$ cat src/bmhq_pkg.sv
// Shared constants, codes and cell control type of the binary min-heap queue.
`default_nettype none
package bmhq_pkg;

   localparam int DEPTH_DEF    = 64;
   localparam int KEY_BITS_DEF = 32;
   localparam int TAG_BITS_DEF = 16;

   localparam logic [1:0] FUNC_PUSH   = 2'd0;
   localparam logic [1:0] FUNC_POP    = 2'd1;
   localparam logic [1:0] FUNC_REMOVE = 2'd2;

   localparam logic [1:0] STATUS_OK        = 2'd0;
   localparam logic [1:0] STATUS_EMPTY     = 2'd1;
   localparam logic [1:0] STATUS_FULL      = 2'd2;
   localparam logic [1:0] STATUS_NOT_FOUND = 2'd3;

   // Per-level strobes from the controller to one cell.
   typedef struct packed {
      logic rd_en;
      logic wr_en;
      logic wr_odd;
   } cell_ctrl_type;

endpackage
`default_nettype wire

$ cat src/bmhq_cell.sv
// One heap level: sibling pairs stored as even and odd halves, read a pair at a time.
`default_nettype none
module bmhq_cell #(
   parameter int LEVEL    = 0,
   parameter int KEY_BITS = bmhq_pkg::KEY_BITS_DEF,
   parameter int TAG_BITS = bmhq_pkg::TAG_BITS_DEF,
   parameter int ROW_BITS = 1
) (
   input  wire                          clock,
   input  bmhq_pkg::cell_ctrl_type      ctrl,
   input  wire logic [ROW_BITS-1:0]     rd_row,
   input  wire logic [ROW_BITS-1:0]     wr_row,
   input  wire logic [KEY_BITS-1:0]     wr_key,
   input  wire logic [TAG_BITS-1:0]     wr_tag,
   output logic      [KEY_BITS-1:0]     rd_key_even,
   output logic      [KEY_BITS-1:0]     rd_key_odd,
   output logic      [TAG_BITS-1:0]     rd_tag_even,
   output logic      [TAG_BITS-1:0]     rd_tag_odd
);

   localparam int CRW  = (LEVEL > 1) ? LEVEL - 1 : 1;
   localparam int ROWS = 2 ** CRW;

   logic [KEY_BITS-1:0] key_even_ff [ROWS];
   logic [KEY_BITS-1:0] key_odd_ff  [ROWS];
   logic [TAG_BITS-1:0] tag_even_ff [ROWS];
   logic [TAG_BITS-1:0] tag_odd_ff  [ROWS];

   logic [KEY_BITS-1:0] rd_key_even_ff, rd_key_odd_ff;
   logic [TAG_BITS-1:0] rd_tag_even_ff, rd_tag_odd_ff;

   always_ff @(posedge clock) begin
      if (ctrl.wr_en) begin
         if (ctrl.wr_odd) begin
            key_odd_ff[wr_row[CRW-1:0]] <= wr_key;
            tag_odd_ff[wr_row[CRW-1:0]] <= wr_tag;
         end else begin
            key_even_ff[wr_row[CRW-1:0]] <= wr_key;
            tag_even_ff[wr_row[CRW-1:0]] <= wr_tag;
         end
      end
      if (ctrl.rd_en) begin
         rd_key_even_ff <= key_even_ff[rd_row[CRW-1:0]];
         rd_key_odd_ff  <= key_odd_ff[rd_row[CRW-1:0]];
         rd_tag_even_ff <= tag_even_ff[rd_row[CRW-1:0]];
         rd_tag_odd_ff  <= tag_odd_ff[rd_row[CRW-1:0]];
      end
   end

   assign rd_key_even = rd_key_even_ff;
   assign rd_key_odd  = rd_key_odd_ff;
   assign rd_tag_even = rd_tag_even_ff;
   assign rd_tag_odd  = rd_tag_odd_ff;

endmodule
`default_nettype wire

$ cat config.mk
export PLATFORM = sky130hd
export DESIGN_NAME = bmhq_cell
export DESIGN_NICKNAME = d
export VERILOG_FILES = /design/src/bmhq_pkg.sv /design/src/bmhq_cell.sv
export SDC_FILE = /design/constraint.sdc
export NUM_CORES = 1
export LEC_CHECK = 0
export BUFFER_PORTS_ARGS = -buffer_cell sky130_fd_sc_hd__buf_2
export CORE_MARGIN = 2
export CORE_UTILIZATION = 45
export CTS_CLUSTER_DIAMETER = 30
export CTS_CLUSTER_SIZE = 20
export DETAILED_ROUTE_END_ITERATION = 10
export PLACE_DENSITY = 0.63
export SYNTH_ARGS = -nofsm -noshare
export SYNTH_HDL_FRONTEND = slang
export SYNTH_SLANG_ARGS = --single-unit
$ cat constraint.sdc
create_clock -name clock -period 7.1 [get_ports clock]
set_input_delay 0.355 -clock clock [delete_from_list [all_inputs] [get_ports clock]]
set_output_delay 0.355 -clock clock [all_outputs]
set_load 0.05 [all_outputs]
==> reports/results.ini <==
[yosys]
syn-num-nets = 453
synth_seq_cells = 288
ys_warn_count = 0
yosysTopAreaCellShare = 0.861
syn_avg_cell_area_um2 = 25.2
syn_area_um2 = 10000
synthDistinctLibCells = 10
seq_area_frac_synth = 0.861
synth_area_leaders = edfxtp_1, mux2_2, mux2_4
netlist_instances = 399
synth_area_leader_cell = edfxtp_1

[drt]
wl_per_cell_um = 18.9
drtIter0Drc = 216
drtAntennaViolNets = 0
viasPerCell = 4.86
num_vias = 4405
drcViolationCount = 0
drt-total-wl_um = 17100
dr.pass1.iters = 4

[finish]
fillCellCount = 1625
num-nets-final = 644
final_cell_mix = edfxtp_1, buf_2, mux2_2
ff_latch_area_um2 = 8650
final_common_cell = edfxtp_1
areaGrowthSynthToFinish_pct = 27.1
multi_input_area_um2 = 1270
drive_gt1_frac = 0.530

[setup_path]
worst_r2r_startpoint = tag_odd_ff[0][5]
end_kind = flop
crit_end = rd_key_odd[11]
crit_start = rd_row
rrSetupSlack_ns = 6.19
worstPathArrival_ns = 2.16
critPathLaunchType = input port
critPathMaxFanout = 57
required_ns = 7.35
r2r.worst_path.cells = 1
critPathKind = input port to flop
timing.rr.end = rd_tag_odd[5]

[flow_run]
drv_cap = 0

[floorplan]
die_w_um = 153
die_h_um = 153
die_area_um2 = 23500
core_area_um2 = 21900
io_pins = 150
row_count = 54
initial_core_util = 0.459

[placement]
dpl.hpwl_um = 9300
port_buffers = 149
place_ws_ns = 4.66
gp_congestion = 0.675

[sta]
worst_slack_ns = 5.19
hold_ws_ns = 0.0466
max_freq_mhz = 523
max_slew_margin = 0.351
min_period_ns = 1.91
slew_viol_final = 0
setup_tns_ns = 0
fin_skew_ns = 0.0148
rsz0062_at_grt = no
setup_viol = 0
period_share = 0.269
tightest_slew_ns = 0.974
finalHoldViolCount = 0

[power]
power_mw = 4.69
power_leakage_nw = 4.70
peakVddDrop_uv = 174
power.density_nw_per_um2 = 367

[outcome]
status = finished clean

[global_route]
antenna_found_initial = 1
grt_pass1_wl_um = 26500
grt_max_degree = 58
grtUsageTotal = 0.147
grt_pass1_vias = 4826
grt.overflow.total = 0

[clocking]
cts_buffers = 45
cts_root_buf = clkbuf_16
clkTransAtPathRegs_ns = 0.05
clock_latency_ns = 0.51
cts_sinks = 288
clock_path_buffers = 3
holdBufCountCts = 0
htreeDepth = 2
cts_setup_buffers = 0
cts-resized-gates = 0
cts_tree = done

[worst_hold_path]
hold_path.class = input port to flop

## report_power, final
group | internal, mW | switching (mW)
combinational | 0.0820 | 0.204
clock | 1.65 | 0.753
sequential | 1.98 | 0.0234
total | 3.71 | 0.980
## worst min-delay path by stage
stage	slack (ns)	end	start	cells past startpoint
CTS	0.03	key_even_ff[1][0]	wr_key[0]	1
floorplan	0.45	key_even_ff[0][0]	wr_key[0]	0
global placement	0.53	rd_key_odd[19]	key_odd_ff[1][19]	1
finish	0.05	key_even_ff[1][6]	wr_key[6]	1
detailed placement	0.53	rd_key_even[29]	key_even_ff[1][29]	1
global route	0.03	key_odd_ff[0][8]	wr_key[8]	1
## worst max-delay path: stages
cell and delay (ns):
buf_4 0.44, buf_4 0.82, mux2_2 0.42
## layout make-up
cell class,count,area share
clock buffers,49,0.0927
multi-input cells,100,0.0996
flip-flops and latches,288,0.677
well taps,280,0.0274
clock inverters,34,0.0405
diodes,1,0.000196
repair buffers,155,0.0623
## registers in the layout, summed over array words and instances (netlist names)
| register | flops |
|---|---|
| tag_odd_ff | 32 |
| rd_tag_odd | 16 |
| key_even_ff | 64 |
| rd_key_odd | 32 |
| key_odd_ff | 64 |
| rd_key_even | 32 |
| tag_even_ff | 32 |
| rd_tag_even | 16 |
## synthesized netlist by cell type
cell type / instances
edfxtp_1: 288
mux2_2: 56
mux2_4: 40
buf_2: 5
buf_12: 4
and3b_1: 2
and3_1: 1
buf_6: 1
buf_8: 1
nor3b_1: 1
## cells by family (layout without fill, tap and decap cells)
logic type,count (synthesis),in the layout,share of synthesized area
simple gates,4,4,0.00312
buf+inv,11,238,0.0131
flops,288,288,0.861
other cells,0,1,0
mux,96,96,0.123
## per-layer routing
metal	GRT usage	routed length [um]	vias to the layer above	share of wire
li1	-	-	2014	-
met1	0.184	7290	2216	0.43
met2	0.246	8440	141	0.49
met3	0.0431	992	34	0.058
met4	0.0542	396	0	0.023
met5	0	0	-	0
## per-stage QoR
step,instance area [um2],std cells,utilization
2_1_floorplan,10000,399,-
3_3_place_gp,11100,823,0.505
3_5_place_dp,11100,823,0.505
4_1_cts,12800,906,0.583
5_1_grt,12800,906,0.583
6_report,12800,907,0.583
Note: power is estimated with default switching activity, not from simulation.
